File: src/rtl/box3_pkg.sv
// Shared types and constants for the 3x3 box stencil with zero padding.
// Used by every module of the block; depends on nothing else.
package box3_pkg;

    // Fixed widths of the stream fields and configuration registers.
    localparam int SAMPLE_W    = 16;
    localparam int CFG_W       = 11;
    localparam int CFG_IDX_W   = 2;

    // Register indexes on the configuration port.
    localparam logic [CFG_IDX_W-1:0] REG_COLS = CFG_IDX_W'(0);
    localparam logic [CFG_IDX_W-1:0] REG_ROWS = CFG_IDX_W'(1);

    // Grid size limits and the size taken after reset.
    localparam int SIZE_MIN      = 2;
    localparam int SIZE_RST      = 1024;
    localparam int DEF_MAX_COLS  = 1024;
    localparam int DEF_MAX_ROWS  = 1024;

    // One column of three samples, and the whole 3x3 neighbourhood.
    localparam int COL_SUM_W = SAMPLE_W + 2;
    localparam int SUM_W     = SAMPLE_W + 4;

    // Divide by nine as a multiply by a rounded-up reciprocal. The error of
    // the reciprocal times any sum stays below one unit of the shift.
    localparam int STENCIL_DIV = 9;
    localparam int DIV_SHIFT   = SUM_W + 3;
    localparam int DIV_MULT_W  = DIV_SHIFT - 2;
    localparam logic [DIV_MULT_W-1:0] DIV_MULT =
        DIV_MULT_W'(((64'd1 << DIV_SHIFT) + 64'(STENCIL_DIV) - 64'd1) / 64'(STENCIL_DIV));

    // Control decided at acceptance and carried with the item.
    typedef struct packed {
        logic col_zero;   // first column: completes the previous row's last cell
        logic top_en;     // row above the middle line exists
        logic mid_en;     // middle line row exists
        logic emit;       // this item yields a result
        logic frame_end;  // the result is the last cell of the grid
        logic restart;    // position and window return to zero afterwards
    } item_ctl_t;

    // Neighbourhood sum waiting for the divide.
    typedef struct packed {
        logic [SUM_W-1:0] sum;
        logic             row_end;
        logic             frame_end;
    } sum_item_t;

endpackage

File: src/rtl/box3_div9.sv
// Divide-by-nine stage and the result register of the output stream.
// Depends on box3_pkg.
module box3_div9 import box3_pkg::*; (
    input  logic                 aclk,
    input  logic                 aresetn,
    input  logic                 s2_valid,
    input  sum_item_t            s2_item,
    output logic                 s2_ready,
    output logic                 m_tvalid,
    input  logic                 m_tready,
    output logic [SAMPLE_W-1:0]  m_tdata,
    output logic                 m_tlast,
    output logic                 m_tuser
);

    localparam int PROD_W = SUM_W + DIV_MULT_W;

    logic                m_tvalid_reg, m_tvalid_next;
    logic [SAMPLE_W-1:0] m_tdata_reg;
    logic                m_tlast_reg;
    logic                m_tuser_reg;
    logic [PROD_W-1:0]   product;
    logic [SAMPLE_W-1:0] quotient;

    assign s2_ready = !m_tvalid_reg || m_tready;

    // floor(sum / 9) by reciprocal multiply; exact over the whole sum range.
    assign product  = PROD_W'(s2_item.sum) * PROD_W'(DIV_MULT);
    assign quotient = product[DIV_SHIFT +: SAMPLE_W];

    always_comb begin
        if (s2_ready) begin
            m_tvalid_next = s2_valid;
        end else begin
            m_tvalid_next = m_tvalid_reg;
        end
    end

    always_ff @(posedge aclk) begin
        if (!aresetn) begin
            m_tvalid_reg <= 1'b0;
        end else begin
            m_tvalid_reg <= m_tvalid_next;
        end
    end

    always_ff @(posedge aclk) begin
        if (s2_valid && s2_ready) begin
            m_tdata_reg <= quotient;
            m_tlast_reg <= s2_item.row_end;
            m_tuser_reg <= s2_item.frame_end;
        end
    end

    assign m_tvalid = m_tvalid_reg;
    assign m_tdata  = m_tdata_reg;
    assign m_tlast  = m_tlast_reg;
    assign m_tuser  = m_tuser_reg;

endmodule

File: config.mk
export PLATFORM = sky130hd
export DESIGN_NAME = box3_div9
export DESIGN_NICKNAME = d
export VERILOG_FILES = /design/src/rtl/box3_pkg.sv /design/src/rtl/box3_div9.sv
export SDC_FILE = /design/constraint.sdc
export NUM_CORES = 1
export LEC_CHECK = 0
export ABC_AREA = 1
export BUFFER_PORTS_ARGS = -buffer_cell sky130_fd_sc_hd__buf_2
export CORE_AREA = 4 4 168 170
export DETAILED_ROUTE_END_ITERATION = 8
export DIE_AREA = 0 0 172 174
export PLACE_DENSITY = 0.48
export SYNTH_ARGS = -nofsm -noshare
export SYNTH_HDL_FRONTEND = slang
export SYNTH_SLANG_ARGS = --single-unit
File: constraint.sdc
create_clock -name aclk -period 5.1 [get_ports aclk]
set_input_delay 0.765 -clock aclk [delete_from_list [all_inputs] [get_ports aclk]]
set_output_delay 0.765 -clock aclk [all_outputs]
set_load 0.02 [all_outputs]
==> metrics.md <==
| Metric | Value |
|---|---|
| Outcome | `completed` |
| CP arrival | `just under 5000 ps` |
| Clock slew at reported path FFs | `60 ps` |
| Diode count | `0` |
| Non-filler cells, final | `1336` |
| Synth area leaders | `ha_1, fa_1, inv_1` |
| DRC | `0` |
| Worst min path class | `flop to flop` |
| # IOs | `46` |
| Dpl cells | `roughly 1300` |
| Max Cap Viol | `0` |
| CTS sink cnt | `19` |
| Initial antenna violation count | `0` |
| Crit end category | `flop` |
| Port Buffers | `45` |
| Vias/cell | `4.067` |
| Vias | `~5400` |
| Worst R2R End | `m_tdata[1]$_DFFE_PP_` |
| Max transition margin | `0.7676` |
| Area grow syn2layout | `33.70%` |
| Global-route wire length before repair | `29120 um` |
| Post-Synthesis Cells | `850` |
| RSZ-0062 raised after global routing | `true` |
| Hold-critical path depth | `2` |
| Post-DRT Antenna Nets | `0` |
| Reg2Reg Setup Slack | `~4000 ps` |
| Worst skew pair latency | `about 250 ps` |
| Register area share after synthesis | `0.08443` |
| Maximum clock path buffer count | `2` |
| Top cell type by total area after synthesis | `ha_1` |
| Setup WS post-layout | `between 100 and 150 ps` |
| Pre-CTS setup slack | `-553.8 ps` |
| Largest net degree at the start of global routing | `19` |
| Number of synthesized register bits | `19` |
| Clock skew | `between 7 and 8 ps` |
| Synth warn | `0` |
| Total wire length | `between 15000 and 20000 um` |
| Final Critical Period | `4970 ps` |
| Initial Util | `0.2484` |
| Detailed Place HPWL | `16220 um` |
| Die footprint | `roughly 30000 um^2` |
| WL per Instance | `13.22 um` |
| Post-Synthesis Net Count | `between 1000 and 1500` |
| Die Ht | `roughly 170 um` |
| Crit path required time | `approximately 5000 ps` |
| CTS Hold Bufs | `0` |
| Area of the core | `between 20000 and 30000 um^2` |
| R2R Path Start | `m_tvalid$_SDFFE_PN0N_` |
| Die W | `between 150 and 200 um` |
| Worst slew pin tran | `345.0 ps` |
| Gr usage total | `0.1212` |
| Period utilisation layout | `0.9746` |
| Number of H-tree levels | `1` |
| Clock root buffer | `clkbuf_16` |
| Fill count | `2856` |
| Max-slew violation count | `0` |
| Fmax | `between 200 and 250 MHz` |
| Crit path to | `m_tdata[7]$_DFFE_PP_` |
| Crit-path max FO | `4` |
| Row cnt | `60` |
| # setup viols final | `0` |
| RePlAce Congestion | `0.8833` |
| Crit path launch | `s2_item[15]` |
| Syn avg cell area | `7.810 um^2` |
| CTS Buf Count | `3` |
| Synth Cell Area | `6639 um^2` |
| Crit path kind | `primary input to flop` |
| Final hold vios | `0` |
| 1st-pass router iterations | `4` |
| Number of global-route vias before repair | `around 5800` |
| Nets | `between 1000 and 1500` |
| Synth cell types | `26` |
| Iteration-0 DRC Markers | `255` |
| Grt ovf | `0` |
| Yosys top cell area share | `0.2676` |
| CTS tree | `built` |
| Reg2Reg Depth | `2` |
| Max reg flops | `16` |
| Layout cell share with drive strength beyond 1 | `0.3296` |
| Critical Path Start Type | `primary input` |
layout by cell type (no fill, tap or decap), types with 2 or more instances in the layout:
| cell type | count |
|---|---|
| inv_1 | 209 |
| nand2_1 | 159 |
| ha_1 | 110 |
| buf_4 | 95 |
| fa_1 | 72 |
| nand2_2 | 44 |
| buf_2 | 38 |
| nor2_1 | 32 |
| inv_2 | 31 |
| ha_4 | 26 |
| nand3_1 | 21 |
| edfxtp_1 | 18 |
| a21oi_2 | 16 |
| fa_2 | 16 |
| nor2_2 | 13 |
| a21oi_1 | 10 |
| o21ai_0 | 10 |
| nor2_4 | 7 |
| xor2_1 | 6 |
| nand3_2 | 6 |
| ha_2 | 6 |
| buf_6 | 6 |
| nand2_4 | 5 |
| a21o_1 | 4 |
| nand4_1 | 4 |
| xor2_2 | 3 |
| xnor2_1 | 3 |
| o21bai_1 | 3 |
| nor3_2 | 3 |
| clkbuf_16 | 3 |
| o21ai_2 | 2 |
| a21oi_4 | 2 |
layout make-up:
cell class / count / area (um^2) / share of cell area
Inverter: 240 / 900.9 / 0.1015
Tap cell: 341 / 426.7 / 0.04807
Clock buffer: 4 / 78.83 / 0.008881
Timing Repair Buffer: 141 / 993.5 / 0.1119
Multi-Input combinational cell: 591 / 5916 / 0.6665
Sequential cell: 19 / 560.5 / 0.06315
what timing repair did:
item | CTS | global route
resized for setup | 53 | 142
hold endpoints to repair | 0 | 0
setup endpoints to repair | 16 | 16
buffers inserted | 2 | 8
pin swaps | 27 | 96
stage by stage:
| stage | TNS (ps) | hold WS (ps) | cell area, um^2 | util |
|---|---|---|---|---|
| 2_1_floorplan | 0 | 729.5 | 6684 | - |
| 3_3_place_gp | -6903 | 510.6 | 7985 | 0.2988 |
| 3_5_place_dp | -6874 | 531.7 | 7985 | 0.2988 |
| 4_1_cts | 0 | 540.4 | 8356 | 0.3126 |
| 5_1_grt | -304.4 | 573.3 | 8876 | 0.3321 |
| 6_report | 0 | 533.7 | 8876 | 0.3321 |
layer usage:
layer / up-vias / global-route usage / wire length (um)
met3: 8 / 0.01092 / 526
met5: - / 0 / 0
met1: 2492 / 0.1769 / 8873
met2: 76 / 0.2010 / 8169
met4: 0 / 0.01408 / 94
li1: 2858 / - / -
worst max-delay path, stage by stage:
cell,delay (ps)
buf_8,100
buf_6,110
fa_1,550
ha_2,220
inv_2,40
fa_1,510
inv_2,40
fa_2,560
inv_2,40
fa_2,440
fa_2,540
inv_2,40
ha_4,320
nand2_4,70
inv_2,70
nand2_2,50
nand2_2,70
nand2_2,60
nand2_2,60
inv_2,50
buf_4,120
nand3_1,70
nand2_1,50
worst min-delay path by stage:
stage	end	startpoint	slack, ps
floorplan	m_tvalid$_SDFFE_PN0N_	m_tvalid$_SDFFE_PN0N_	730
global placement	m_tvalid$_SDFFE_PN0N_	m_tvalid$_SDFFE_PN0N_	510
detailed placement	m_tvalid$_SDFFE_PN0N_	m_tvalid$_SDFFE_PN0N_	530
CTS	m_tvalid$_SDFFE_PN0N_	m_tvalid$_SDFFE_PN0N_	540
global route	m_tvalid$_SDFFE_PN0N_	m_tvalid$_SDFFE_PN0N_	570
finish	m_tvalid$_SDFFE_PN0N_	m_tvalid$_SDFFE_PN0N_	530
kinds of logic (layout without fill, tap and decap cells):
kind of cell | Yosys count | count (layout) | synth area share
flops | 19 | 19 | 0.08443
buf+inv | 240 | 385 | 0.1357
xor+xnor | 12 | 12 | 0.01583
compound gates | 50 | 50 | 0.04109
simple gates | 299 | 299 | 0.1900
fa+ha+maj | 230 | 230 | 0.5330
cells in the mapped netlist (all sizes together):
cell type and count:
dfxtp 1, nor4 1, nand2 208, nand4 4
a21oi 28, nor3 5, xnor2 3, nand3 28
and3 1, xor2 9, o21bai 4, ha 142
a21o 4, nor2 52, a21boi 1, fa 88
inv 240, edfxtp 18, o21ai 13
Power is left out: the tool's default activity adds up to more than one toggle a clock period on the data nets, which glitch-free logic cannot reach.
