==> config.mk <==
export PLATFORM = sky130hd
export DESIGN_NAME = box3_front
export DESIGN_NICKNAME = d
export VERILOG_FILES = /design/src/rtl/box3_pkg.sv /design/src/rtl/box3_front.sv
export SDC_FILE = /design/constraint.sdc
export NUM_CORES = 1
export LEC_CHECK = 0
export ABC_CLOCK_PERIOD_IN_PS = 8050
export BUFFER_PORTS_ARGS = -buffer_cell sky130_fd_sc_hd__buf_4
export CAP_MARGIN = 25
export CORE_MARGIN = 5
export CORE_UTILIZATION = 59
export DETAILED_ROUTE_END_ITERATION = 16
export PLACE_DENSITY = 0.95
export SLEW_MARGIN = 20
export SYNTH_ARGS = -nofsm -noshare
export SYNTH_HDL_FRONTEND = slang
export SYNTH_SLANG_ARGS = --single-unit
==> constraint.sdc <==
create_clock -name aclk -period 8.05 [get_ports aclk]
set_input_delay 2.0125 -clock aclk [delete_from_list [all_inputs] [get_ports aclk]]
set_output_delay 2.0125 -clock aclk [all_outputs]
set_load 0.005 [all_outputs]
==> src/rtl/box3_pkg.sv <==
// Shared types and constants for the 3x3 box stencil with zero padding.
// Used by every module of the block; depends on nothing else.
package box3_pkg;

    // Fixed widths of the stream fields and configuration registers.
    localparam int SAMPLE_W    = 16;
    localparam int CFG_W       = 11;
    localparam int CFG_IDX_W   = 2;

    // Register indexes on the configuration port.
    localparam logic [CFG_IDX_W-1:0] REG_COLS = CFG_IDX_W'(0);
    localparam logic [CFG_IDX_W-1:0] REG_ROWS = CFG_IDX_W'(1);

    // Grid size limits and the size taken after reset.
    localparam int SIZE_MIN      = 2;
    localparam int SIZE_RST      = 1024;
    localparam int DEF_MAX_COLS  = 1024;
    localparam int DEF_MAX_ROWS  = 1024;

    // One column of three samples, and the whole 3x3 neighbourhood.
    localparam int COL_SUM_W = SAMPLE_W + 2;
    localparam int SUM_W     = SAMPLE_W + 4;

    // Divide by nine as a multiply by a rounded-up reciprocal. The error of
    // the reciprocal times any sum stays below one unit of the shift.
    localparam int STENCIL_DIV = 9;
    localparam int DIV_SHIFT   = SUM_W + 3;
    localparam int DIV_MULT_W  = DIV_SHIFT - 2;
    localparam logic [DIV_MULT_W-1:0] DIV_MULT =
        DIV_MULT_W'(((64'd1 << DIV_SHIFT) + 64'(STENCIL_DIV) - 64'd1) / 64'(STENCIL_DIV));

    // Control decided at acceptance and carried with the item.
    typedef struct packed {
        logic col_zero;   // first column: completes the previous row's last cell
        logic top_en;     // row above the middle line exists
        logic mid_en;     // middle line row exists
        logic emit;       // this item yields a result
        logic frame_end;  // the result is the last cell of the grid
        logic restart;    // position and window return to zero afterwards
    } item_ctl_t;

    // Neighbourhood sum waiting for the divide.
    typedef struct packed {
        logic [SUM_W-1:0] sum;
        logic             row_end;
        logic             frame_end;
    } sum_item_t;

endpackage

==> src/rtl/box3_front.sv <==
// Input register, raster position counters and grid size registers.
// Depends on box3_pkg.
module box3_front import box3_pkg::*; #(
    parameter int MAX_COLS = DEF_MAX_COLS,
    parameter int MAX_ROWS = DEF_MAX_ROWS
) (
    input  logic                         aclk,
    input  logic                         aresetn,
    input  logic                         cfg_valid,
    output logic                         cfg_ready,
    input  logic [CFG_IDX_W-1:0]         cfg_index,
    input  logic [CFG_W-1:0]             cfg_data,
    input  logic                         s_tvalid,
    output logic                         s_tready,
    input  logic [SAMPLE_W-1:0]          s_tdata,
    input  logic                         s_tuser,
    input  logic                         s1_adv,
    output logic                         s1_valid,
    output logic [$clog2(MAX_COLS)-1:0]  s1_col,
    output logic [SAMPLE_W-1:0]          s1_x,
    output item_ctl_t                    s1_ctl,
    output logic                         rd_en,
    output logic [$clog2(MAX_COLS)-1:0]  rd_col,
    output logic                         win_clr
);

    localparam int COL_W   = $clog2(MAX_COLS);
    localparam int COLS_W  = $clog2(MAX_COLS + 1);
    localparam int ROWS_W  = $clog2(MAX_ROWS + 1);
    localparam int ROW_W   = $clog2(MAX_ROWS + 3);
    localparam int CMPC_W  = (COLS_W > CFG_W) ? COLS_W : CFG_W;
    localparam int CMPR_W  = (ROWS_W > CFG_W) ? ROWS_W : CFG_W;
    localparam int COLS_RST = (SIZE_RST > MAX_COLS) ? MAX_COLS : SIZE_RST;
    localparam int ROWS_RST = (SIZE_RST > MAX_ROWS) ? MAX_ROWS : SIZE_RST;

    logic [COLS_W-1:0]   cols_reg, cols_next;
    logic [ROWS_W-1:0]   rows_reg, rows_next;
    logic [COL_W-1:0]    col_reg, col_next;
    logic [ROW_W-1:0]    row_reg, row_next;
    logic                s1_valid_reg, s1_valid_next;
    logic [COL_W-1:0]    s1_col_reg;
    logic [SAMPLE_W-1:0] s1_x_reg;
    item_ctl_t           s1_ctl_reg;

    logic                accept;
    logic                cfg_write;
    logic [CMPC_W-1:0]   cfg_cols_ext;
    logic [CMPR_W-1:0]   cfg_rows_ext;
    logic [COLS_W-1:0]   cols_clamped;
    logic [ROWS_W-1:0]   rows_clamped;
    logic [ROW_W-1:0]    rows_ext;
    logic [ROW_W-1:0]    rows_p1;
    logic [COLS_W-1:0]   col_inc;
    item_ctl_t           ctl;
    logic [SAMPLE_W-1:0] x;

    // Write the registers only while the block is idle; the block does not enforce it.
    assign cfg_ready = 1'b1;
    assign cfg_write = cfg_valid && cfg_ready &&
                       ((cfg_index == REG_COLS) || (cfg_index == REG_ROWS));
    assign win_clr   = cfg_write;

    // The input register frees up as soon as the sum stage takes its item.
    assign s_tready = !s1_valid_reg || s1_adv;
    assign accept   = s_tvalid && s_tready;
    assign rd_en    = accept;
    assign rd_col   = col_reg;

    // Clamp written sizes into the supported range.
    always_comb begin
        cfg_cols_ext = CMPC_W'(cfg_data);
        cfg_rows_ext = CMPR_W'(cfg_data);
        if (cfg_cols_ext < CMPC_W'(SIZE_MIN)) begin
            cols_clamped = COLS_W'(SIZE_MIN);
        end else if (cfg_cols_ext > CMPC_W'(MAX_COLS)) begin
            cols_clamped = COLS_W'(MAX_COLS);
        end else begin
            cols_clamped = COLS_W'(cfg_cols_ext);
        end
        if (cfg_rows_ext < CMPR_W'(SIZE_MIN)) begin
            rows_clamped = ROWS_W'(SIZE_MIN);
        end else if (cfg_rows_ext > CMPR_W'(MAX_ROWS)) begin
            rows_clamped = ROWS_W'(MAX_ROWS);
        end else begin
            rows_clamped = ROWS_W'(cfg_rows_ext);
        end
    end

    // Decide what this position contributes and whether it yields a result.
    always_comb begin
        rows_ext      = ROW_W'(rows_reg);
        rows_p1       = rows_ext + ROW_W'(1);
        ctl.col_zero  = (col_reg == '0);
        ctl.mid_en    = (row_reg != '0);
        ctl.top_en    = (row_reg >= ROW_W'(2));
        if (ctl.col_zero) begin
            ctl.emit = ctl.top_en && (row_reg <= rows_p1);
        end else begin
            ctl.emit = ctl.mid_en && (row_reg <= rows_ext);
        end
        ctl.frame_end = ctl.col_zero && (row_reg == rows_p1);
        ctl.restart   = ctl.frame_end || (row_reg > rows_p1);
        x = (s_tuser || (row_reg >= rows_ext)) ? '0 : s_tdata;
    end

    // Next raster position and size registers.
    always_comb begin
        cols_next = cols_reg;
        rows_next = rows_reg;
        col_next  = col_reg;
        row_next  = row_reg;
        col_inc   = COLS_W'(col_reg) + COLS_W'(1);
        if (cfg_write) begin
            if (cfg_index == REG_COLS) begin
                cols_next = cols_clamped;
            end else begin
                rows_next = rows_clamped;
            end
            col_next = '0;
            row_next = '0;
        end else if (accept) begin
            if (ctl.restart) begin
                col_next = '0;
                row_next = '0;
            end else if (col_inc == cols_reg) begin
                col_next = '0;
                row_next = row_reg + ROW_W'(1);
            end else begin
                col_next = col_inc[COL_W-1:0];
            end
        end
    end

    // Input register occupancy.
    always_comb begin
        if (accept) begin
            s1_valid_next = 1'b1;
        end else if (s1_adv) begin
            s1_valid_next = 1'b0;
        end else begin
            s1_valid_next = s1_valid_reg;
        end
    end

    always_ff @(posedge aclk) begin
        if (!aresetn) begin
            cols_reg     <= COLS_W'(COLS_RST);
            rows_reg     <= ROWS_W'(ROWS_RST);
            col_reg      <= '0;
            row_reg      <= '0;
            s1_valid_reg <= 1'b0;
        end else begin
            cols_reg     <= cols_next;
            rows_reg     <= rows_next;
            col_reg      <= col_next;
            row_reg      <= row_next;
            s1_valid_reg <= s1_valid_next;
        end
    end

    // Item payload held until the sum stage takes it.
    always_ff @(posedge aclk) begin
        if (accept) begin
            s1_col_reg <= col_reg;
            s1_x_reg   <= x;
            s1_ctl_reg <= ctl;
        end
    end

    assign s1_valid = s1_valid_reg;
    assign s1_col   = s1_col_reg;
    assign s1_x     = s1_x_reg;
    assign s1_ctl   = s1_ctl_reg;

endmodule

==> flow_summary.ini <==
[status]
status = finished clean

[finish]
final_common_cell = buf_4
layout-drive-gt1-share_pct = 18.7
fillers = 580
nets = 630
syn_to_final_growth_pct = 18.3
final_cell_mix = buf_4, nand2_1, dfxtp_1
n_antenna_cell = 0
largest_reg_flops = 16

[power_and_ir_drop]
p_leak_nw = 2.06
power.density_mw_per_mm2 = 156
vdd_drop_max_uv = 94.9
power_frac_clock_pct = 38.4
seqPwrFrac_pct = 50.5
switching_share_pct = 23.4
p_switching_w = 0.000196
pwr-share-comb_pct = 11.1
intPower_w = 0.000640

[grt]
antenna_found_initial = 0
gr-usage-all-layers_pct = 23.7
grt_pass1_wl_mm = 19.0
grt_pass1_vias = 4137
grt_max_degree = 45
grt_overflow_total = 0

[clock_tree]
cts_hold_buf = 0
root_buffer = clkbuf_8
clock_sinks = 76
cts_resized = 0
ctsHtreeMaxLevel = 3
cts_setup_buffers = 0
cts_tree = built
clk_pin_slew_ps = 70
insertion_delay_ps = 340
numCtsBuffers = 9
clock_path_buffers = 2

[setup_path]
cp_slowest_cell = nand2_1
critPathMaxFanout = 16
crit_arrival_ps = 3090
start_kind = primary input
worst-setup-path-type = primary input to output port
crit_path_end_kind = output port
critical_path_required_ps = 6040
critical_path.most_common_cell = buf_4
crit_path_max_incr_delay_ps = 490
crit_chain = buf_4 > nand2b_1 > nand2_1 > inv_1 > buf_4

[yosys]
synth_ff_type = dfxtp_1
ys_warn_count = 0
syn_inst = 503
synth-async-reset-ratio_pct = 0
synth_cell_type_count = 61
synthesis.nets = 566
ys_ff_latch = 76
synth_edf_count = 32
synth_seq_area_share_pct = 40.5
avgSynthCellArea_um2 = 9.03
syn-cell-area_mm2 = 0.00454

[sta]
skew_ps = 9.98
setup_tns_ps = 0
drv_slew = 0
setup_viol = 0
rsz0062_at_grt = no
period_minus_slack_ps = 5100
worstMarginPinSlew_ps = 1040
timing.fmax_mhz = 196
hold_viol = 0
hold_slack_ps = 470
slew_headroom_pct = 30.4
timing.final.crit_share_pct = 63.3
setup_ws_ps = 2950

[route]
via_per_inst = 6.27
ant_nets = 0
drt_wl_total_mm = 11.3
drc = 0
wl_per_cell_um = 16.8
first_iter_violations = 624
via_count = 4223
firstDrtPassIters = 7

[place]
place_congestion = 0.920
dp_slack_ps = 2980
io_buffers = 80
dp_hpwl_mm = 8.26

[floorplan]
start_util_pct = 59.7
die_area_mm2 = 0.00956
die_w_um = 97.8
io_pins = 82
core_area_mm2 = 0.00761
rows = 32
die_h_um = 97.8

[flow_run]
max-cap-violations = 0

[worst_hold_path]
worstHoldPathType = register to register
## logic make-up (layout without fill, tap and decap cells)
logic type | Yosys count | in the layout | synth area share, %
XOR/XNOR | 25 | 25 | 4.82
AND/OR/NAND/NOR | 226 | 226 | 26.6
buffers and inverters | 52 | 121 | 4.98
multiplexers | 1 | 1 | 0.248
adder cells (fa/ha/maj) | 28 | 28 | 7.71
AO/OA/AOI/OAI | 94 | 94 | 15.1
flip-flops | 76 | 76 | 40.5
other | 1 | 1 | 0.0825
## power groups by stage
stage	sequential, W	clock, W	combinational (W)
final	0.000422	0.000321	0.0000926
after global routing	0.000424	0.000342	0.000100
after CTS	0.000423	0.000324	0.0000915
after detailed placement	0.000431	0	0.0000906
after global placement	0.000431	0	0.0000869
after floorplan	0.000431	0	0.0000488
## worst max-delay path: cells and delay by family
kind                   cells  cell delay, ps
and+or+nand+nor            2             660
buffers and inverters      3             400
## per-layer routing
layer	vias to the layer above	GRT usage [%]	share of wire, %
met5	-	0	0
met3	48	4.50	8.8
met2	238	38.5	47
met1	1958	30.4	41
li1	1979	-	-
met4	0	11.5	3.3
## cell usage after synthesis (3+ instances only)
library cell  count  area share [%]
nand4_1          20             2.8
xor2_1            5            0.96
and3_1           10             1.4
nand2b_1          4            0.55
nand3b_1          3            0.50
and4_1            3            0.58
o211ai_1          4            0.66
a21o_1            6            0.99
nor3b_1          21             3.5
a211o_1           4            0.77
buf_4             3            0.50
ha_1             28             7.7
nand2_1          66             5.5
buf_2            10             1.1
a21boi_0         21             3.5
nand3_1          32             3.5
o21ai_1           3            0.33
or3_1             3            0.41
nor2b_1           4            0.55
nor3_1           15             1.7
o22ai_1           6            0.83
a21oi_1          13             1.4
o31ai_1           3            0.50
a41oi_1           3            0.58
o221ai_1          3            0.58
o21ai_0           6            0.66
a211oi_1          8             1.3
nand4b_1          3            0.58
nor4_1            8             1.1
nor2_1           22             1.8
edfxtp_1         32              21
xnor2_1          20             3.9
dfxtp_1          44              19
clkbuf_1         14             1.2
inv_1            23             1.9
## layout make-up
class                           instances  area, um^2  share of cell area, %
Multi-Input combinational cell        375        2480                   46.1
Clock buffer                           11         141                   2.63
Sequential cell                        76        1840                   34.3
Clock inverter                          5        85.1                   1.58
Tap cell                              102         128                   2.37
Timing Repair Buffer                   82         613                   11.4
Inverter                               23        86.3                   1.61
## worst paths after layout
| check | from | end | slack [ps] | cells past startpoint |
|---|---|---|---|---|
| setup / recovery | s1_adv | rd_en | 2950 | 5 |
| hold / removal | rows_ext[9] | rows_ext[9] | 470 | 2 |
| setup reg to reg | rows_ext[2] | row_reg[10] | 4130 | 13 |
| hold reg to reg | rows_ext[9] | rows_ext[9] | 470 | 2 |
## stage by stage
stage          util [%]  instances  area (um^2)  power (W)
2_1_floorplan         -        503         4540   0.000480
3_3_place_gp       67.6        657         5140   0.000518
3_5_place_dp       67.6        658         5140   0.000522
4_1_cts            70.6        674         5370   0.000838
5_1_grt            70.7        674         5380   0.000866
6_report           70.7        674         5380   0.000836
No activity file was read; power rests on OpenSTA's default activity.
