File: src/rtl/box3_pkg.sv
// Shared types and constants for the 3x3 box stencil with zero padding.
// Used by every module of the block; depends on nothing else.
package box3_pkg;

    // Fixed widths of the stream fields and configuration registers.
    localparam int SAMPLE_W    = 16;
    localparam int CFG_W       = 11;
    localparam int CFG_IDX_W   = 2;

    // Register indexes on the configuration port.
    localparam logic [CFG_IDX_W-1:0] REG_COLS = CFG_IDX_W'(0);
    localparam logic [CFG_IDX_W-1:0] REG_ROWS = CFG_IDX_W'(1);

    // Grid size limits and the size taken after reset.
    localparam int SIZE_MIN      = 2;
    localparam int SIZE_RST      = 1024;
    localparam int DEF_MAX_COLS  = 1024;
    localparam int DEF_MAX_ROWS  = 1024;

    // One column of three samples, and the whole 3x3 neighbourhood.
    localparam int COL_SUM_W = SAMPLE_W + 2;
    localparam int SUM_W     = SAMPLE_W + 4;

    // Divide by nine as a multiply by a rounded-up reciprocal. The error of
    // the reciprocal times any sum stays below one unit of the shift.
    localparam int STENCIL_DIV = 9;
    localparam int DIV_SHIFT   = SUM_W + 3;
    localparam int DIV_MULT_W  = DIV_SHIFT - 2;
    localparam logic [DIV_MULT_W-1:0] DIV_MULT =
        DIV_MULT_W'(((64'd1 << DIV_SHIFT) + 64'(STENCIL_DIV) - 64'd1) / 64'(STENCIL_DIV));

    // Control decided at acceptance and carried with the item.
    typedef struct packed {
        logic col_zero;   // first column: completes the previous row's last cell
        logic top_en;     // row above the middle line exists
        logic mid_en;     // middle line row exists
        logic emit;       // this item yields a result
        logic frame_end;  // the result is the last cell of the grid
        logic restart;    // position and window return to zero afterwards
    } item_ctl_t;

    // Neighbourhood sum waiting for the divide.
    typedef struct packed {
        logic [SUM_W-1:0] sum;
        logic             row_end;
        logic             frame_end;
    } sum_item_t;

endpackage

File: src/rtl/box3_window.sv
// Sliding window of two column sums and the neighbourhood sum register.
// Depends on box3_pkg.
module box3_window import box3_pkg::*; (
    input  logic                 aclk,
    input  logic                 aresetn,
    input  logic                 s1_valid,
    input  logic [SAMPLE_W-1:0]  s1_x,
    input  item_ctl_t            s1_ctl,
    input  logic [SAMPLE_W-1:0]  upper_q,
    input  logic [SAMPLE_W-1:0]  middle_q,
    input  logic                 win_clr,
    input  logic                 s2_ready,
    output logic                 s1_adv,
    output logic                 wr_en,
    output logic [SAMPLE_W-1:0]  wr_upper,
    output logic [SAMPLE_W-1:0]  wr_middle,
    output logic                 s2_valid,
    output sum_item_t            s2_item
);

    logic [COL_SUM_W-1:0] col1_reg, col1_next;
    logic [COL_SUM_W-1:0] col2_reg, col2_next;
    logic                 s2_valid_reg, s2_valid_next;
    sum_item_t            s2_item_reg;

    logic [SAMPLE_W-1:0]  top;
    logic [SAMPLE_W-1:0]  mid;
    logic [COL_SUM_W-1:0] cur;
    logic [SUM_W-1:0]     win_sum;
    logic                 fire;
    sum_item_t            item;

    assign s1_adv = !s2_valid_reg || s2_ready;
    assign fire   = s1_valid && s1_adv;

    // Rows above the grid read as zero.
    assign top = s1_ctl.top_en ? upper_q : '0;
    assign mid = s1_ctl.mid_en ? middle_q : '0;

    assign wr_en     = fire;
    assign wr_upper  = mid;
    assign wr_middle = s1_x;

    // The first column closes the previous row, whose right neighbour is padding.
    always_comb begin
        cur     = COL_SUM_W'(top) + COL_SUM_W'(mid) + COL_SUM_W'(s1_x);
        win_sum = SUM_W'(col1_reg) + SUM_W'(col2_reg);
        if (!s1_ctl.col_zero) begin
            win_sum = win_sum + SUM_W'(cur);
        end
        item.sum       = win_sum;
        item.row_end   = s1_ctl.col_zero;
        item.frame_end = s1_ctl.frame_end;
    end

    // Window shift; a new row starts with an empty left column.
    always_comb begin
        col1_next = col1_reg;
        col2_next = col2_reg;
        if (win_clr) begin
            col1_next = '0;
            col2_next = '0;
        end else if (fire) begin
            if (s1_ctl.restart) begin
                col1_next = '0;
                col2_next = '0;
            end else begin
                col1_next = cur;
                col2_next = s1_ctl.col_zero ? '0 : col1_reg;
            end
        end
    end

    // Sum register occupancy: only items that yield a result enter it.
    always_comb begin
        if (s1_adv) begin
            s2_valid_next = s1_valid && s1_ctl.emit;
        end else begin
            s2_valid_next = s2_valid_reg;
        end
    end

    always_ff @(posedge aclk) begin
        if (!aresetn) begin
            col1_reg     <= '0;
            col2_reg     <= '0;
            s2_valid_reg <= 1'b0;
        end else begin
            col1_reg     <= col1_next;
            col2_reg     <= col2_next;
            s2_valid_reg <= s2_valid_next;
        end
    end

    always_ff @(posedge aclk) begin
        if (fire) begin
            s2_item_reg <= item;
        end
    end

    assign s2_valid = s2_valid_reg;
    assign s2_item  = s2_item_reg;

endmodule

File: config.mk
export PLATFORM = sky130hd
export DESIGN_NAME = box3_window
export DESIGN_NICKNAME = d
export VERILOG_FILES = /design/src/rtl/box3_pkg.sv /design/src/rtl/box3_window.sv
export SDC_FILE = /design/constraint.sdc
export NUM_CORES = 1
export LEC_CHECK = 0
export BUFFER_PORTS_ARGS = -buffer_cell sky130_fd_sc_hd__buf_2
export CAP_MARGIN = 20
export CELL_PAD_IN_SITES_DETAIL_PLACEMENT = 0
export CELL_PAD_IN_SITES_GLOBAL_PLACEMENT = 1
export CORE_AREA = 2 2 115 117
export CTS_CLUSTER_DIAMETER = 50
export DETAILED_ROUTE_END_ITERATION = 10
export DIE_AREA = 0 0 117 119
export HOLD_SLACK_MARGIN = 0.06
export PLACE_DENSITY_LB_ADDON = 0.1
export SETUP_SLACK_MARGIN = 0.02
export SYNTH_ARGS = -nofsm -noshare
export SYNTH_HDL_FRONTEND = slang
export SYNTH_SLANG_ARGS = --single-unit
File: constraint.sdc
create_clock -name aclk -period 4.8 [get_ports aclk]
set_input_delay 0 -clock aclk [delete_from_list [all_inputs] [get_ports aclk]]
set_output_delay 0 -clock aclk [all_outputs]
set_load 0.005 [all_outputs]
==> flow_summary.json, run 1 <==
{
  "status": "finished, final reports clean",
  "synth-async-reset-ratio": 0,
  "syn_avg_cell_area_sq_um": 8.86,
  "syn_inst": 586,
  "worst-path-max-fanout": 16,
  "fin_setup_tns_ns": 0,
  "drt-initial-drc-count": 218,
  "placed_area_sq_mm": 0.00582,
  "io_pins": 116,
  "nets": 813,
  "startpoint": "s1_ctl[3]",
  "largest_reg_flops": 22,
  "setup_viol": 0,
  "dp_slack_ns": 0.256,
  "routed_wl_um": 11700,
  "r2r_cells": 15,
  "synth.ff_latch_count": 59,
  "vias_per_cell": 5.14,
  "yosysMostFrequentCell": "a21oi_1",
  "min_period_over_period": 0.871,
  "fp.dieW_um": 117,
  "grt_max_degree": 36,
  "clock.fmax_mhz": 239,
  "whs_ns": 0.122,
  "die_area_sq_mm": 0.0139,
  "grtUsageTotal": 0.177,
  "post_cts_resized": 0,
  "worst_slew_pin_slew_ns": 1.05,
  "yosysTopAreaCellShare": 0.143,
  "firstDrtPassIters": 4,
  "wl_per_cell_um": 13.6,
  "period_needed_ns": 4.18,
  "stdcell_count": 865,
  "hpwlAfterDp_um": 9350,
  "cts_root_buf": "clkbuf_16",
  "grt_pass1_wl_um": 19900,
  "crit_end": "s2_item[19]",
  "cts_setup_buffers": 0,
  "ys_seq_area_frac": 0.270,
  "hold_buffers": 4,
  "p_per_area_mw_per_mm2": 307,
  "cts_tree": "done",
  "r2r_setup_slack_ns": 0.71,
  "syn_area_sq_mm": 0.00519,
  "yosys-top-cells-count": "a21oi_1 (54), ha_1 (51), nor2_1 (50), dfxtp_1 (37), nand2_1 (34)",
  "synth_nets": 715,
  "yosys-top-cells-area": "dfxtp_1 (14%), edfxtp_1 (13%), ha_1 (12%)",
  "hp-class": "primary input to flip-flop",
  "row_count": 42,
  "diodes": 0,
  "drv_slew": 0,
  "p_leak_nw": 2.83,
  "layout-drive-gt1-share": 0.219,
  "rr_startpoint": "col1_reg[0]",
  "place_congestion": 0.792,
  "layout-area-overhead-vs-synth_pct": 18.9,
  "rsz0062_at_grt": "no",
  "drc": 0,
  "cts_buffers": 9,
  "final_cell_area_sq_mm": 0.00617,
  "io_buffers": 115,
  "yosysTopAreaCell": "dfxtp_1",
  "initial_utilization": 0.403,
  "ys_types": 60,
  "num_vias": 4449,
  "ant_nets": 0,
  "finClkSkew_ns": 0.00700,
  "finalHoldViolations": 0,
  "clock_path_buffers": 2,
  "finalWorstSetupSlack_ns": 0.621,
  "required_ns": 4.87,
  "placed_cells": 845,
  "clk_pin_slew_ns": 0.05,
  "gr-total-overflow": 0,
  "path_class": "primary input to flip-flop",
  "first_global_vias": 4217,
  "fin_util": 0.479,
  "synthFlopType": "dfxtp_1",
  "timing.slew.headroom": 0.302,
  "synth-edff-count": 22,
  "synth_warnings": 0,
  "r2r-end": "s2_item[19]",
  "htreeDepth": 3,
  "core-area_sq_mm": 0.0129,
  "antenna_found_initial": 0,
  "fin_total_pwr_mw": 1.90,
  "die_h_um": 119,
  "worstSetupEndpointType": "flip-flop",
  "clock_sinks": 59,
  "peakVddDrop_v": 0.000158,
  "clk_latency_ns": 0.32,
  "start_kind": "primary input",
  "worstPathArrival_ns": 4.25,
  "max-cap-violations": 0
}
## worst min path at each step
stage	from	endpoint	slack (ns)	depth (start not counted)
6_report	s1_ctl[0]	col1_reg[3]	0.12	3
5_1_grt	s1_ctl[0]	col1_reg[3]	0.13	3
4_1_cts	s1_ctl[0]	col1_reg[10]	0.11	3
3_5_place_dp	s1_ctl[1]	s2_item[0]	0.18	1
3_3_place_gp	s1_ctl[1]	s2_item[0]	0.18	1
2_1_floorplan	s1_x[0]	wr_middle[0]	0.08	1
## power breakdown
part	switching (mW)	internal [mW]	total, mW
Sequential	0.0103	0.565	0.576
Combinational	0.388	0.291	0.679
Clock	0.215	0.426	0.641
## per-layer routing
layer	wire length [um]	share of wire	GRT usage
met1	5840	0.50	0.257
met2	5170	0.44	0.274
met3	631	0.054	0.0280
met4	80	0.0068	0.0426
met5	0	0	0
## cells in the final DEF (no fill, tap or decap), types with 7 or more instances in the layout
cell type,instances
o21bai_1,8
a21oi_1,54
ha_1,51
xor2_1,17
nor2_1,50
xnor2_1,24
nand2_1,34
fa_1,19
o21a_1,9
mux2_2,7
nor3_1,13
buf_2,115
a22oi_1,27
a211oi_1,7
and2_1,30
edfxtp_1,22
o21ai_0,32
clkbuf_16,11
inv_1,22
dfxtp_1,37
a21o_1,13
## area by class of cell
class                   count  area (sq um)
clock inverters             2          13.8
flip-flops and latches     59          1400
multi-input cells         469          3510
clock buffers              14           297
fillers                  1255          6700
inverters                  22          82.6
repair buffers            123           646
well taps                 176           220
## kinds of logic (layout without fill, tap and decap cells)
group,Yosys count,count (layout),synth area share
simple gates,165,165,0.158
flops,59,59,0.270
mux,8,8,0.0171
compound gates,185,185,0.237
fa+ha+maj,70,70,0.196
xor+xnor,41,41,0.0691
buf+inv,58,161,0.0537
## worst max-delay path, cell delays in order
cell and delay [ns]:
buf_2 0.21, nand2_1 0.13, fa_1 0.51, inv_1 0.04, ha_1 0.22, fa_1 0.43
a211oi_1 0.31, o21a_1 0.21, o21ba_2 0.17, xnor2_1 0.12, ha_1 0.40, and3_1 0.21
nand2_1 0.06, a211oi_1 0.33, a211oi_1 0.20, o31ai_1 0.33, xor2_1 0.10, mux2_2 0.27
Note: power is estimated with default switching activity, not from simulation.
==> inputs of run 2 (changes only) <==
Settings changed: CORE_AREA 2 2 115 117 to 2 2 111 113, DIE_AREA 0 0 117 119 to 0 0 113 115.
Clock period 4.8 ns to 5.3 ns, I/O delays scaled along.
==> flow_summary.json, run 2 (synthesized netlist as in run 1, its figures left out) <==
{
  "finClkSkew_ns": 0.00632,
  "cts_root_buf": "clkbuf_16",
  "cts_setup_buffers": 0,
  "finalHoldViolations": 0,
  "clock_path_buffers": 2,
  "drv_slew": 0,
  "io_pins": 116,
  "path_class": "primary input to flip-flop",
  "grt_max_degree": 44,
  "wl_per_cell_um": 13.6,
  "first_global_vias": 4188,
  "r2r_setup_slack_ns": 1.19,
  "required_ns": 5.37,
  "mostFrequentLayoutCells": "buf_2 (115), a21oi_1 (54), ha_1 (51), nor2_1 (50), dfxtp_1 (37)",
  "dp_slack_ns": 0.810,
  "clock_sinks": 59,
  "violations": "design-rule violations",
  "routed_wl_um": 11400,
  "p_leak_nw": 2.81,
  "holdPathStages": 3,
  "fp.dieW_um": 113,
  "htreeDepth": 3,
  "hold_start": "s1_ctl[0]",
  "drt-initial-drc-count": 232,
  "worstSetupEndpointType": "flip-flop",
  "layout-area-overhead-vs-synth_pct": 17.2,
  "ant_nets": 0,
  "min_period_over_period": 0.788,
  "antenna_found_initial": 0,
  "num_vias": 4472,
  "die_h_um": 115,
  "start_kind": "primary input",
  "r2r-end": "s2_item[19]",
  "hold_buffers": 4,
  "row_count": 40,
  "timing.slew.headroom": 0.353,
  "cts_buffers": 9,
  "cts_tree": "done",
  "clock.fmax_mhz": 240,
  "largest_reg_flops": 22,
  "diodes": 0,
  "period_needed_ns": 4.17,
  "core-area_sq_mm": 0.0118,
  "clk_pin_slew_ns": 0.05,
  "p_per_area_mw_per_mm2": 271,
  "rr_startpoint": "col1_reg[0]",
  "layout-drive-gt1-share": 0.220,
  "hp-class": "primary input to flip-flop",
  "min_to": "col1_reg[3]",
  "finalWorstSetupSlack_ns": 1.13,
  "max-cap-violations": 0,
  "place_congestion": 0.837,
  "post_cts_resized": 0,
  "io_buffers": 115,
  "firstDrtPassIters": 7,
  "gr-total-overflow": 0,
  "status": "complete, but fails checks",
  "setup_viol": 0,
  "nets": 812,
  "worst-path-max-fanout": 16,
  "final_common_cell": "buf_2",
  "grtUsageTotal": 0.178,
  "die_area_sq_mm": 0.0130,
  "worstPathArrival_ns": 4.25,
  "vias_per_cell": 5.36,
  "initial_utilization": 0.440,
  "rsz0062_at_grt": "no",
  "clk_latency_ns": 0.33,
  "grt_pass1_wl_um": 18900,
  "hpwlAfterDp_um": 9090,
  "drc": 4,
  "fillers": 1106,
  "peakVddDrop_v": 0.000160,
  "r2r_cells": 15,
  "fin_setup_tns_ns": 0,
  "worst_slew_pin_slew_ns": 0.969
}
-- run 2: cell count changes in the layout (fill, tap and decap cells not counted) --
cell,delta
clkinv_2,+2
clkbuf_1,-2
inv_4,+2
buf_4,-1
clkbuf_16,-2
clkinv_4,-1
-- run 2: layout make-up --
class	instances	area, sq um	area share
Sequential cell	59	1400	0.230
Clock buffer	10	239	0.0393
Timing Repair Buffer	122	638	0.105
Clock inverter	5	27.5	0.00452
Tap cell	147	184	0.0302
Inverter	22	82.6	0.0136
Multi-Input combinational cell	469	3510	0.577
-- run 2: critical path: stages --
cell	delay (ns)
buf_2	0.21
nand2_1	0.12
fa_1	0.51
inv_1	0.05
ha_1	0.23
fa_1	0.43
a211oi_1	0.33
o21a_1	0.22
o21ba_2	0.17
xnor2_1	0.11
ha_1	0.39
and3_1	0.20
nand2_1	0.06
a211oi_1	0.35
a211oi_1	0.21
o31ai_1	0.31
xor2_1	0.09
mux2_2	0.26
-- run 2: worst max-delay path by stage --
stage / start / endpoint
after floorplan: s1_ctl[3] / s2_item[19]
after global placement: s1_ctl[3] / s2_item[19]
after detailed placement: s1_ctl[3] / s2_item[19]
after CTS: s1_ctl[3] / s2_item[19]
after global routing: s1_ctl[3] / s2_item[19]
final: s1_ctl[3] / s2_item[19]
-- run 2: routing by layer --
metal / routed length (um) / track usage
met1: 5770 / 0.247
met2: 4890 / 0.282
met3: 539 / 0.0343
met4: 142 / 0.0593
met5: 0 / 0
-- run 2: power breakdown --
group / switching, mW / leakage [nW] / internal (mW) / total, mW
combinational: 0.349 / 2.16 / 0.263 / 0.612
clock: 0.194 / 0.139 / 0.323 / 0.517
sequential: 0.00924 / 0.520 / 0.512 / 0.521
-- run 2: per-stage QoR --
stage                     hold WS, ns  power (mW)  std cells   util  cell area, sq um
after floorplan                0.0808       0.974        586      -              5190
after global placement          0.182        1.13        815  0.489              5780
after detailed placement        0.179        1.13        815  0.489              5780
after CTS                      0.0989        1.66        834  0.515              6090
after global routing            0.131        1.77        834  0.515              6090
final                           0.105        1.65        834  0.515              6090
